===== config.mk =====
export PLATFORM = sky130hd
export DESIGN_NAME = base64url_unpadded_codec
export DESIGN_NICKNAME = d
export VERILOG_FILES = /design/src/rtl/b64u_pkg.sv /design/src/rtl/base64url_unpadded_codec.sv /design/src/rtl/b64u_front.sv /design/src/rtl/b64u_queue.sv /design/src/rtl/b64u_back.sv
export SDC_FILE = /design/constraint.sdc
export NUM_CORES = 1
export LEC_CHECK = 0
export ABC_AREA = 1
export BUFFER_PORTS_ARGS = -buffer_cell sky130_fd_sc_hd__buf_2
export CORE_MARGIN = 1.5
export CORE_UTILIZATION = 63
export DETAILED_ROUTE_END_ITERATION = 10
export GPL_ROUTABILITY_DRIVEN = 0
export GPL_TIMING_DRIVEN = 0
export PLACE_DENSITY = 0.87
export SYNTH_ARGS = -nofsm -noshare
export SYNTH_HDL_FRONTEND = slang
export SYNTH_SLANG_ARGS = --single-unit

===== constraint.sdc =====
create_clock -name clock -period 5.35 [get_ports clock]
set_input_delay 1.07 -clock clock [delete_from_list [all_inputs] [get_ports clock]]
set_output_delay 1.07 -clock clock [all_outputs]
set_load 0.05 [all_outputs]

===== src/rtl/b64u_pkg.sv =====
// ----------------------------------------------------------------------------
// b64u_pkg
// Shared types, codes and character mapping functions for the base64url codec.
// ----------------------------------------------------------------------------
package b64u_pkg;

   // direction register codes
   localparam logic DIR_ENCODE = 1'b0;
   localparam logic DIR_DECODE = 1'b1;

   // register index of the direction register
   localparam logic REG_DIRECTION = 1'b0;

   // position inside the current group
   localparam logic [1:0] PHASE_0 = 2'd0;
   localparam logic [1:0] PHASE_1 = 2'd1;
   localparam logic [1:0] PHASE_2 = 2'd2;
   localparam logic [1:0] PHASE_3 = 2'd3;

   // special alphabet characters
   localparam logic [7:0] CHAR_PLUS  = 8'h2B;
   localparam logic [7:0] CHAR_MINUS = 8'h2D;
   localparam logic [7:0] CHAR_SLASH = 8'h2F;
   localparam logic [7:0] CHAR_UNDER = 8'h5F;
   localparam logic [7:0] CHAR_NINE  = 8'h39;
   localparam logic [7:0] CHAR_UPZ   = 8'h5A;

   // sextet values of the two extra characters
   localparam logic [7:0] VAL_62 = 8'd62;
   localparam logic [7:0] VAL_63 = 8'd63;

   // one queued group of results caused by one input item
   typedef struct packed {
      logic       two;        // two results, else one
      logic [7:0] byte0;
      logic [7:0] byte1;
      logic       msg_last;   // message end flag for the last result
   } entry_type;

   // queue fill status seen by the front
   typedef struct packed {
      logic full;
      logic empty;
   } q_status_type;

   // six-bit value to alphabet character
   function automatic logic [7:0] sextet_to_char(input logic [5:0] v);
      logic [7:0] w;
      logic [7:0] c;
      w = {2'b00, v};
      if (w <= 8'd25) begin
         c = w + 8'd65;
      end else if (w <= 8'd51) begin
         c = w + 8'd71;
      end else if (w <= 8'd61) begin
         c = w - 8'd4;
      end else if (w == VAL_62) begin
         c = CHAR_MINUS;
      end else begin
         c = CHAR_UNDER;
      end
      return c;
   endfunction

   // character to value, range arithmetic with 8-bit wrap and no checks
   function automatic logic [7:0] char_to_value(input logic [7:0] c);
      logic [7:0] d;
      if (c == CHAR_PLUS || c == CHAR_MINUS) begin
         d = VAL_62;
      end else if (c == CHAR_SLASH || c == CHAR_UNDER) begin
         d = VAL_63;
      end else if (c <= CHAR_NINE) begin
         d = c + 8'd4;
      end else if (c <= CHAR_UPZ) begin
         d = c + 8'd191;
      end else begin
         d = c + 8'd185;
      end
      return d;
   endfunction

endpackage


===== src/rtl/base64url_unpadded_codec.sv =====
// Latency: a result passes through the queue and then the output register before it
// is on the rsp ports, and the second character of a pair waits until the first is taken.
// Throughput: one item per cycle when decoding or when an item gives one character,
// while results are taken and the queue is not full; encoding items that give two
// characters are held back by the single result port of the back end.
// Reset clears direction to encode, the group state, the queue and the output stage.
// ----------------------------------------------------------------------------
// base64url_unpadded_codec
// Streaming base64url encoder and decoder without padding, with an APB-style
// register port for the direction.
// ----------------------------------------------------------------------------
module base64url_unpadded_codec #(
   parameter int QUEUE_DEPTH = 2
) (
   input  logic        clock,
   input  logic        reset,
   // input channel
   input  logic        push,
   output logic        full,
   input  logic [7:0]  req_in_byte,
   input  logic        req_message_end,
   // result channel
   output logic        empty,
   input  logic        pop,
   output logic [7:0]  rsp_out_byte,
   output logic        rsp_run_last,
   output logic        rsp_message_last,
   // register port
   input  logic        psel,
   input  logic        penable,
   input  logic        pwrite,
   input  logic [2:0]  paddr,
   input  logic [31:0] pwdata,
   output logic [31:0] prdata,
   output logic        pready
);

   logic                   direction_ff;
   logic                   direction_in;
   logic                   csr_write;
   logic                   dir_write;
   logic                   entry_write;
   logic                   q_pop;
   b64u_pkg::entry_type    wr_entry;
   b64u_pkg::entry_type    rd_entry;
   b64u_pkg::q_status_type q_status;

   // register port
   assign pready    = 1'b1;
   assign csr_write = psel & penable & pwrite & pready;
   assign dir_write = csr_write & (paddr[2] == b64u_pkg::REG_DIRECTION);

   always_comb begin
      direction_in = direction_ff;
      if (dir_write) begin
         direction_in = pwdata[0];
      end
   end

   always_ff @(posedge clock) begin
      if (reset) begin
         direction_ff <= b64u_pkg::DIR_ENCODE;
      end else begin
         direction_ff <= direction_in;
      end
   end

   // register read
   always_comb begin
      prdata = '0;
      if (paddr[2] == b64u_pkg::REG_DIRECTION) begin
         prdata[0] = direction_ff;
      end
   end

   b64u_front u_front (
      .clock       (clock),
      .reset       (reset),
      .clear       (dir_write),
      .direction   (direction_ff),
      .push        (push),
      .full        (full),
      .in_byte     (req_in_byte),
      .message_end (req_message_end),
      .q_status    (q_status),
      .entry_write (entry_write),
      .entry       (wr_entry)
   );

   b64u_queue #(
      .DEPTH (QUEUE_DEPTH)
   ) u_queue (
      .clock    (clock),
      .reset    (reset),
      .wr_en    (entry_write),
      .wr_entry (wr_entry),
      .rd_en    (q_pop),
      .rd_entry (rd_entry),
      .status   (q_status)
   );

   b64u_back u_back (
      .clock        (clock),
      .reset        (reset),
      .q_status     (q_status),
      .q_entry      (rd_entry),
      .q_pop        (q_pop),
      .pop          (pop),
      .empty        (empty),
      .out_byte     (rsp_out_byte),
      .run_last     (rsp_run_last),
      .message_last (rsp_message_last)
   );

endmodule


===== src/rtl/b64u_front.sv =====
// ----------------------------------------------------------------------------
// b64u_front
// Accepts input items, tracks group phase and forms the results of each item.
// ----------------------------------------------------------------------------
module b64u_front (
   input  logic                  clock,
   input  logic                  reset,
   input  logic                  clear,
   input  logic                  direction,
   input  logic                  push,
   output logic                  full,
   input  logic [7:0]            in_byte,
   input  logic                  message_end,
   input  b64u_pkg::q_status_type q_status,
   output logic                  entry_write,
   output b64u_pkg::entry_type   entry
);

   logic [1:0] phase_ff;
   logic [1:0] phase_in;
   logic [7:0] held_ff;
   logic [7:0] held_in;
   logic       accept;
   logic       has_result;
   logic [1:0] step_phase;
   logic [7:0] step_held;
   logic [7:0] dval;

   assign full   = q_status.full;
   assign accept = push & ~q_status.full;
   assign dval   = b64u_pkg::char_to_value(in_byte);

   // result forming and next group state
   always_comb begin
      entry      = '0;
      has_result = 1'b1;
      step_phase = phase_ff;
      step_held  = held_ff;
      if (direction == b64u_pkg::DIR_ENCODE) begin
         unique case (phase_ff)
            b64u_pkg::PHASE_0, b64u_pkg::PHASE_3: begin
               entry.byte0    = b64u_pkg::sextet_to_char(in_byte[7:2]);
               entry.byte1    = b64u_pkg::sextet_to_char({in_byte[1:0], 4'b0000});
               entry.two      = message_end;
               entry.msg_last = message_end;
               step_held      = in_byte;
               step_phase     = b64u_pkg::PHASE_1;
            end
            b64u_pkg::PHASE_1: begin
               entry.byte0    = b64u_pkg::sextet_to_char({held_ff[1:0], in_byte[7:4]});
               entry.byte1    = b64u_pkg::sextet_to_char({in_byte[3:0], 2'b00});
               entry.two      = message_end;
               entry.msg_last = message_end;
               step_held      = in_byte;
               step_phase     = b64u_pkg::PHASE_2;
            end
            b64u_pkg::PHASE_2: begin
               entry.byte0    = b64u_pkg::sextet_to_char({held_ff[3:0], in_byte[7:6]});
               entry.byte1    = b64u_pkg::sextet_to_char(in_byte[5:0]);
               entry.two      = 1'b1;
               entry.msg_last = message_end;
               step_held      = 8'd0;
               step_phase     = b64u_pkg::PHASE_0;
            end
            default: begin
               has_result = 1'b0;
            end
         endcase
      end else begin
         entry.two      = 1'b0;
         entry.msg_last = message_end;
         step_held      = dval;
         step_phase     = phase_ff + 2'd1;
         unique case (phase_ff)
            b64u_pkg::PHASE_0: begin
               entry.byte0 = {dval[5:0], 2'b00};
               has_result  = message_end;
            end
            b64u_pkg::PHASE_1: begin
               entry.byte0 = {held_ff[5:0], 2'b00} | {4'b0000, dval[7:4]};
            end
            b64u_pkg::PHASE_2: begin
               entry.byte0 = {held_ff[3:0], 4'b0000} | {2'b00, dval[7:2]};
            end
            b64u_pkg::PHASE_3: begin
               entry.byte0 = {held_ff[1:0], 6'b000000} | dval;
            end
            default: begin
               has_result = 1'b0;
            end
         endcase
      end
   end

   assign entry_write = accept & has_result;

   // group state update, cleared at message end and on direction write
   always_comb begin
      phase_in = phase_ff;
      held_in  = held_ff;
      if (clear) begin
         phase_in = b64u_pkg::PHASE_0;
         held_in  = 8'd0;
      end else if (accept) begin
         if (message_end) begin
            phase_in = b64u_pkg::PHASE_0;
            held_in  = 8'd0;
         end else begin
            phase_in = step_phase;
            held_in  = step_held;
         end
      end
   end

   always_ff @(posedge clock) begin
      if (reset) begin
         phase_ff <= b64u_pkg::PHASE_0;
         held_ff  <= 8'd0;
      end else begin
         phase_ff <= phase_in;
         held_ff  <= held_in;
      end
   end

endmodule


===== src/rtl/b64u_queue.sv =====
// ----------------------------------------------------------------------------
// b64u_queue
// Short queue of result groups between the front and the back.
// ----------------------------------------------------------------------------
module b64u_queue #(
   parameter int DEPTH = 2
) (
   input  logic                   clock,
   input  logic                   reset,
   input  logic                   wr_en,
   input  b64u_pkg::entry_type    wr_entry,
   input  logic                   rd_en,
   output b64u_pkg::entry_type    rd_entry,
   output b64u_pkg::q_status_type status
);

   localparam int PTR_W = $clog2(DEPTH);
   localparam int CNT_W = $clog2(DEPTH + 1);

   b64u_pkg::entry_type slot_ff [DEPTH];
   logic [PTR_W-1:0] wr_ptr_ff;
   logic [PTR_W-1:0] wr_ptr_in;
   logic [PTR_W-1:0] rd_ptr_ff;
   logic [PTR_W-1:0] rd_ptr_in;
   logic [CNT_W-1:0] count_ff;
   logic [CNT_W-1:0] count_in;

   assign status.full  = (count_ff == CNT_W'(DEPTH));
   assign status.empty = (count_ff == '0);
   assign rd_entry     = slot_ff[rd_ptr_ff];

   // pointer and fill count update
   always_comb begin
      wr_ptr_in = wr_ptr_ff;
      rd_ptr_in = rd_ptr_ff;
      if (wr_en) begin
         wr_ptr_in = (wr_ptr_ff == PTR_W'(DEPTH - 1)) ? '0 : wr_ptr_ff + 1'b1;
      end
      if (rd_en) begin
         rd_ptr_in = (rd_ptr_ff == PTR_W'(DEPTH - 1)) ? '0 : rd_ptr_ff + 1'b1;
      end
      unique case ({wr_en, rd_en})
         2'b10:   count_in = count_ff + 1'b1;
         2'b01:   count_in = count_ff - 1'b1;
         default: count_in = count_ff;
      endcase
   end

   always_ff @(posedge clock) begin
      if (reset) begin
         wr_ptr_ff <= '0;
         rd_ptr_ff <= '0;
         count_ff  <= '0;
      end else begin
         wr_ptr_ff <= wr_ptr_in;
         rd_ptr_ff <= rd_ptr_in;
         count_ff  <= count_in;
      end
   end

   // slot storage
   always_ff @(posedge clock) begin
      if (wr_en) begin
         slot_ff[wr_ptr_ff] <= wr_entry;
      end
   end

`ifndef SYNTHESIS
   assert property (@(posedge clock) disable iff (reset)
      status.full |-> !(wr_en && !rd_en))
      else $error("queue written while full");
   assert property (@(posedge clock) disable iff (reset)
      status.empty |-> !rd_en)
      else $error("queue read while empty");
   assert property (@(posedge clock) disable iff (reset)
      (wr_en && !rd_en) |=> !status.empty)
      else $error("queue empty after a write");
`endif

endmodule


===== src/rtl/b64u_back.sv =====
// ----------------------------------------------------------------------------
// b64u_back
// Takes result groups from the queue and hands them out one transfer at a time.
// ----------------------------------------------------------------------------
module b64u_back (
   input  logic                   clock,
   input  logic                   reset,
   input  b64u_pkg::q_status_type q_status,
   input  b64u_pkg::entry_type    q_entry,
   output logic                   q_pop,
   input  logic                   pop,
   output logic                   empty,
   output logic [7:0]             out_byte,
   output logic                   run_last,
   output logic                   message_last
);

   logic       out_valid_ff;
   logic       out_valid_in;
   logic [7:0] out_byte_ff;
   logic [7:0] out_byte_in;
   logic       out_run_ff;
   logic       out_run_in;
   logic       out_msg_ff;
   logic       out_msg_in;
   logic       pend_ff;
   logic       pend_in;
   logic [7:0] pend_byte_ff;
   logic [7:0] pend_byte_in;
   logic       pend_msg_ff;
   logic       pend_msg_in;
   logic       out_take;
   logic       out_free;

   assign out_take = out_valid_ff & pop;
   assign out_free = ~out_valid_ff | out_take;
   assign q_pop    = out_free & ~pend_ff & ~q_status.empty;

   assign empty        = ~out_valid_ff;
   assign out_byte     = out_byte_ff;
   assign run_last     = out_run_ff;
   assign message_last = out_msg_ff;

   // output register load: pending second result first, then the queue
   always_comb begin
      out_valid_in = out_valid_ff & ~out_take;
      out_byte_in  = out_byte_ff;
      out_run_in   = out_run_ff;
      out_msg_in   = out_msg_ff;
      pend_in      = pend_ff;
      pend_byte_in = pend_byte_ff;
      pend_msg_in  = pend_msg_ff;
      if (out_free && pend_ff) begin
         out_valid_in = 1'b1;
         out_byte_in  = pend_byte_ff;
         out_run_in   = 1'b1;
         out_msg_in   = pend_msg_ff;
         pend_in      = 1'b0;
      end else if (q_pop) begin
         out_valid_in = 1'b1;
         out_byte_in  = q_entry.byte0;
         out_run_in   = ~q_entry.two;
         out_msg_in   = ~q_entry.two & q_entry.msg_last;
         pend_in      = q_entry.two;
         pend_byte_in = q_entry.byte1;
         pend_msg_in  = q_entry.msg_last;
      end
   end

   always_ff @(posedge clock) begin
      if (reset) begin
         out_valid_ff <= 1'b0;
         pend_ff      <= 1'b0;
      end else begin
         out_valid_ff <= out_valid_in;
         pend_ff      <= pend_in;
      end
   end

   always_ff @(posedge clock) begin
      out_byte_ff  <= out_byte_in;
      out_run_ff   <= out_run_in;
      out_msg_ff   <= out_msg_in;
      pend_byte_ff <= pend_byte_in;
      pend_msg_ff  <= pend_msg_in;
   end

`ifndef SYNTHESIS
   assert property (@(posedge clock) disable iff (reset)
      pend_ff |-> out_valid_ff)
      else $error("second result pending without a first one shown");
   assert property (@(posedge clock) disable iff (reset)
      (out_valid_ff && !out_run_ff) |-> pend_ff)
      else $error("first of two results shown without its second pending");
   assert property (@(posedge clock) disable iff (reset)
      (out_valid_ff && out_msg_ff) |-> out_run_ff)
      else $error("message end flag on a result that is not the last of its item");
`endif

endmodule


# After elaboration in Yosys (flattened, before gate mapping)

Memory sizes are Yosys's and may differ from the RTL's. A register that Yosys moved wholly into a read port is not among the register bits.
Cells that the tools add are included.

Add/sub/neg operators: 25
Multiplexer cells: 50
Equal/unequal tests: 14
Bitwise gates (word level): 22
Reductions and logical operators: 12
$lt $le $gt $ge: 17

Operators by type and width:

| cell                                                                  | number |
|---|---|
| 8-bit two-way mux                                                     | 22 |
| 6-bit by 7-bit adder with 8-bit output, second input constant         | 12 |
| 6-bit <= comparator, second input constant                            | 9 |
| 18-bit case mux with 3 select lines                                   | 1 |
| 6-bit by 5-bit <= comparator with 1-bit output, second input constant | 6 |
| 6-bit by 3-bit subtractor with 7-bit output, second input constant    | 5 |
| 8-bit case mux with 4 select lines                                    | 1 |
| 7-bit two-way mux                                                     | 4 |
| 6-bit == test, second input constant                                  | 4 |
| 8-bit by 6-bit == test with 1-bit output, second input constant       | 3 |
| 8-bit adder, second input constant                                    | 2 |
| 1-bit two-way mux                                                     | 14 |
| 6-bit two-way mux                                                     | 2 |
| 6-bit case mux with 2 select lines                                    | 1 |
| 1-bit AND                                                             | 10 |
| 9-bit two-way mux                                                     | 1 |
| 8-bit by 3-bit adder with 8-bit output, second input constant         | 1 |
| 2-bit == test, second input constant                                  | 4 |
| 8-bit by 7-bit == test with 1-bit output, second input constant       | 1 |
| 8-bit by 6-bit <= comparator with 1-bit output, second input constant | 1 |
| 8-bit by 7-bit <= comparator with 1-bit output, second input constant | 1 |
| 1-bit inverter                                                        | 8 |
| 8-bit by 4-bit bitwise OR with 8-bit output                           | 1 |
| 8-bit by 6-bit bitwise OR with 8-bit output                           | 1 |
| 16 further kinds                                                      | 25 |

Bits in writable memories: 36
Memories kept: 1
Output and inout port bits: 45
Bits in registers: 34
Input port bits: 51
Word-level logic and storage cells: 154

Memory list:

| memory          | words | bits a word | read ports | clocked after memory_dff | wr ports | RTL line         | source |
|---|---|---|---|---|---|---|---|
| u_queue.slot_ff | 2     | 18          | 1          | 1                        | 1        | b64u_queue.sv:20 | `b64u_pkg::entry_type slot_ff [DEPTH];` |

# Logic depth before layout (Yosys ltp)

Depth in word-level cells: 8
Depth in mapped cells: 20
Depth with buffers taken out: 19

# Cells and area by module

Synthesis repeated with hierarchy kept, for this count alone.

Cell total of the unflattened synthesis: 829
Area, all modules: 6130.9 µm²

By module, submodules not included:

| module                   | seq. area each (µm²) | cells each | area an instance (µm²) | times used |
|---|---|---|---|---|
| b64u_front               | 160.2                | 618        | 3374.5                 | 1 |
| b64u_queue               | 1181.1               | 89         | 1577.8                 | 1 |
| b64u_back                | 600.6                | 72         | 850.8                  | 1 |
| base64url_unpadded_codec | 20.0                 | 50         | 327.8                  | 1 |

# Worst setup path after synthesis

Ideal clock, no wire load.

Path type: input port to flip-flop
From: input req_in_byte[5]
To: memory u_queue.slot_ff[0][14] (netlist bit), data pin
Arrival: 3.249 ns
Required time: 5.090 ns
Setup slack: 1.841 ns
Path buffers: 1
Stages on the path: 18
Library setup time: 0.260 ns
Path through: buf_6 inv_1 ha_1 nand2_1 o32ai_1 ha_1 inv_1 nand2_1 nand2_1 nand2_1 nand2_1 nand2_1 nand2_1 nand2_1 a21oi_1 nand2_1 nand2_1 nand2_1

RTL lines:

| what            | RTL line                       | source |
|---|---|---|
| start, declared | base64url_unpadded_codec.sv:20 | `input logic [7:0] req_in_byte,` |
| end, declared   | b64u_queue.sv:20               |  |

==> impl_metrics.csv <==
group,metric,value,unit
hold_path,hold_depth,1,
detailed_routing,wl_per_cell,14.67,um
placement,portBuffers,30,
floorplan,core_area,9284,um2
placement,place_hpwl,11740,um
detailed_routing,drcViolationCount,0,
timing,slew_viol_final,0,
power,pwr-share-seq,0.385,
timing,fmax,248.8,MHz
timing,period_needed,4.019,ns
logic_synthesis,ys_warn_count,0,
logic_synthesis,synth_edf_count,54,
layout,diodes,0,
detailed_routing,first_pass_iters,8,
detailed_routing,vias,5975,
logic_synthesis,ys_top_cells_by_area,"edfxtp_1, nand2_1, nand3_1",
cts,cts_setup_buffers,0,
logic_synthesis,synth.top_cells.by_count,"nand2_1, nand3_1, inv_1",
power,power_density,329.5,nW/um2
logic_synthesis,syn_area,6033,um2
detailed_routing,wl,15360,um
setup_path,ff2ff_path_depth,13,
floorplan,fp.dieW,100.9,um
logic_synthesis,async_flop_share,0,
cts,clock-root-buffer,"clkbuf_8",
logic_synthesis,synth-seq-area-share,0.3252,
cts,clk_latency,0.34,ns
grt,antenna_found_initial,0,
timing,skew,0.01453,ns
cts,clock-sinks,71,
floorplan,die-area,10170,um2
timing,setup_viol,0,
run,cap_viol_max_count,0,
grt,grtUsageMet3,0.04577,
hold_path,hp-class,"reg -> reg",
layout,area_delta_synth_final,10.64,%
grt,overflow,0,
timing,tightestPinTransition,0.9135,ns
setup_path,worstReg2RegEnd,"u_queue.slot_ff[1][14]",
timing,fin_crit_sh,0.7512,
setup_path,cp-start-kind,"primary input",
grt,grt_pass1_vias,5191,
power,switching_share,0.4053,
grt,grt_use_met1,0.3931,
layout,fin_nets,997,
grt,use_met2,0.5187,
grt,busiest_layer,"met2",
power,power,2.200,mW
cts,cts_hold_buf,0,
floorplan,die-height,100.9,um
logic_synthesis,syn_avg_cell_area,7.174,um2
cts,numCtsBuffers,9,
timing,relSlewSlack,0.3904,
logic_synthesis,yosysUniqueCellTypes,46,
timing,rsz0062_at_grt,"false",
detailed_routing,drtAntennaViolNets,0,
cts,post_cts_resized,0,
cts,clk_pin_slew,0.07,ns
setup_path,rrSetupSlack,2.92,ns
setup_path,reg2reg_from,"u_front.held_ff[0]",
power,clkPwrFrac,0.199,
setup_path,crit_path_max_fanout,9,
power,peakVddDrop,0.2191,mV
power,p_int,1.308,mW
grt,grt_max_degree,20,
logic_synthesis,ys_ff_latch,71,
floorplan,start_util,0.6499,
layout,drive_gt1_frac,0.1612,
hold_path,min_from,"u_queue.rd_ptr_ff",
cts,htree_levels,3,
logic_synthesis,yosys.cell_count.top_type,"nand2_1",
setup_path,worstSetupPathType,"in -> reg",
grt,grt_pass1_wl,24650,um
detailed_routing,drt-initial-drc-count,782,
floorplan,rows,35,
power,p_leak,3.111,nW
setup_path,critPathArrivalTime,4.09,ns
setup_path,required,5.42,ns
power,p_sw,0.8915,mW
logic_synthesis,synth.largest_area_cell,"edfxtp_1",
cts,cts_tree,"built",
setup_path,endpoint_kind,"flip-flop",
timing,setup_tns,0,ns
floorplan,top_level_ports,96,
logic_synthesis,synth_flop_cell,"edfxtp_1",
cts,cts_buffer_depth,2,
logic_synthesis,post-synth-top-area-fraction,0.2688,
grt,track_usage,0.3132,
timing,hold_viol,0,
detailed_routing,avgViaCountPerCell,5.707,
logic_synthesis,synth_cells,841,
outcome,outcome,"complete, no violations",
power,p_comb_frac,0.416,
stage by stage:
| stage | utilization | cells | hold WS, ns | worst slack, ns | cell area (um2) |
|---|---|---|---|---|---|
| final | 0.7190 | 1047 | 0.4621 | 1.331 | 6675 |
| after detailed placement | 0.6970 | 1031 | 0.4467 | 1.086 | 6471 |
| after global routing | 0.7190 | 1047 | 0.4899 | 1.121 | 6675 |
| after CTS | 0.7190 | 1047 | 0.4568 | 1.451 | 6675 |
| after global placement | 0.6956 | 1030 | 0.4327 | 1.088 | 6457 |
| after floorplan | - | 871 | 0.4255 | 1.841 | 6146 |
power by group through the flow:
stage	combinational (mW)	clock [mW]	sequential, mW
after CTS	0.907	0.446	0.849
after global routing	1.00	0.470	0.862
after floorplan	0.558	0	0.989
final	0.914	0.439	0.847
after global placement	0.879	0	0.853
after detailed placement	0.904	0	0.859
per-layer routing:
| metal | wire (um) | up-vias | part of all wire |
|---|---|---|---|
| li1 | - | 2855 | - |
| met1 | 5941 | 2657 | 0.39 |
| met4 | 709 | 0 | 0.046 |
| met3 | 1623 | 75 | 0.11 |
| met2 | 7090 | 388 | 0.46 |
| met5 | 0 | - | 0 |
worst max-delay path, stage by stage:
cell and delay [ns]:
buf_2 0.12, buf_6 0.14, inv_1 0.33, ha_1 0.40
nand2_1 0.15, o32ai_1 0.48, ha_1 0.39, inv_1 0.08
nand2_1 0.06, nand2_1 0.08, nand2_1 0.05, nand2_1 0.05
nand2_1 0.06, nand2_1 0.17, nand2_1 0.10, nand2_1 0.09
nand3_1 0.08, nand2_1 0.06, nand3b_1 0.11
final cells by class:
cell class                      count  area [um2]
Multi-Input combinational cell    648        3418
Fill cell                         809        2609
Sequential cell                    71        1962
Buffer                             59       414.1
Inverter                           93       354.1
Timing Repair Buffer               31       161.4
Tap cell                          129       161.4
Clock buffer                       11       131.4
Clock inverter                      5       72.57
worst max path at each step:
stage              startpoint                endpoint
2_1_floorplan  req_in_byte[5]  u_queue.slot_ff[0][14]
3_3_place_gp   req_in_byte[5]  u_queue.slot_ff[0][10]
3_5_place_dp   req_in_byte[5]  u_queue.slot_ff[1][14]
4_1_cts        req_in_byte[5]  u_queue.slot_ff[1][14]
5_1_grt        req_in_byte[5]  u_queue.slot_ff[1][10]
6_report       req_in_byte[5]  u_queue.slot_ff[1][10]
flip-flops by register name, summed over array words and instances (netlist names), 2 cells and up, named ones only:
signal / count
u_front.held_ff: 6
u_queue.count_ff: 2
u_queue.slot_ff: 36
u_front.phase_ff: 2
u_back.pend_byte_ff: 8
u_back.out_byte: 8
cells in the final DEF, fill, tap and decap left out, types with 2 or more instances in the layout:
| cell type | synthesis | layout |
|---|---|---|
| a21oi_1 | 58 | 58 |
| a21oi_2 | 3 | 3 |
| a221oi_1 | 2 | 2 |
| a31oi_1 | 8 | 8 |
| buf_2 | 10 | 40 |
| buf_4 | 36 | 36 |
| buf_6 | 6 | 7 |
| bufinv_16 | 0 | 2 |
| clkbuf_1 | 7 | 9 |
| clkbuf_8 | 0 | 9 |
| clkinv_1 | 0 | 2 |
| conb_1 | 2 | 32 |
| dfxtp_1 | 17 | 17 |
| edfxtp_1 | 54 | 54 |
| ha_1 | 32 | 32 |
| inv_1 | 77 | 77 |
| inv_2 | 14 | 14 |
| inv_4 | 2 | 2 |
| mux2_2 | 9 | 9 |
| nand2_1 | 232 | 232 |
| nand2_2 | 9 | 9 |
| nand2_4 | 3 | 3 |
| nand3_1 | 81 | 81 |
| nand3_2 | 5 | 5 |
| nand4_1 | 4 | 4 |
| nor2_1 | 52 | 51 |
| nor3_1 | 7 | 7 |
| o211ai_1 | 2 | 2 |
| o21ai_0 | 60 | 60 |
| o21ai_1 | 8 | 8 |
| o21ai_2 | 3 | 3 |
| o22ai_1 | 2 | 2 |
| xnor2_1 | 2 | 2 |
| xor2_1 | 19 | 19 |
logic make-up (layout without fill, tap and decap cells):
group,count (synthesis),after routing,synth area share
xor gates and xnor gates,21,21,0.03049
DFF,71,71,0.3252
buffers and inverters,152,199,0.1273
other,2,32,0.001245
muxes,10,10,0.01846
adders and majority gates,33,33,0.06968
AOI/OAI and AO/OA,153,153,0.1400
and+or+nand+nor,399,399,0.2876
Note: power is estimated with default switching activity, not from simulation.
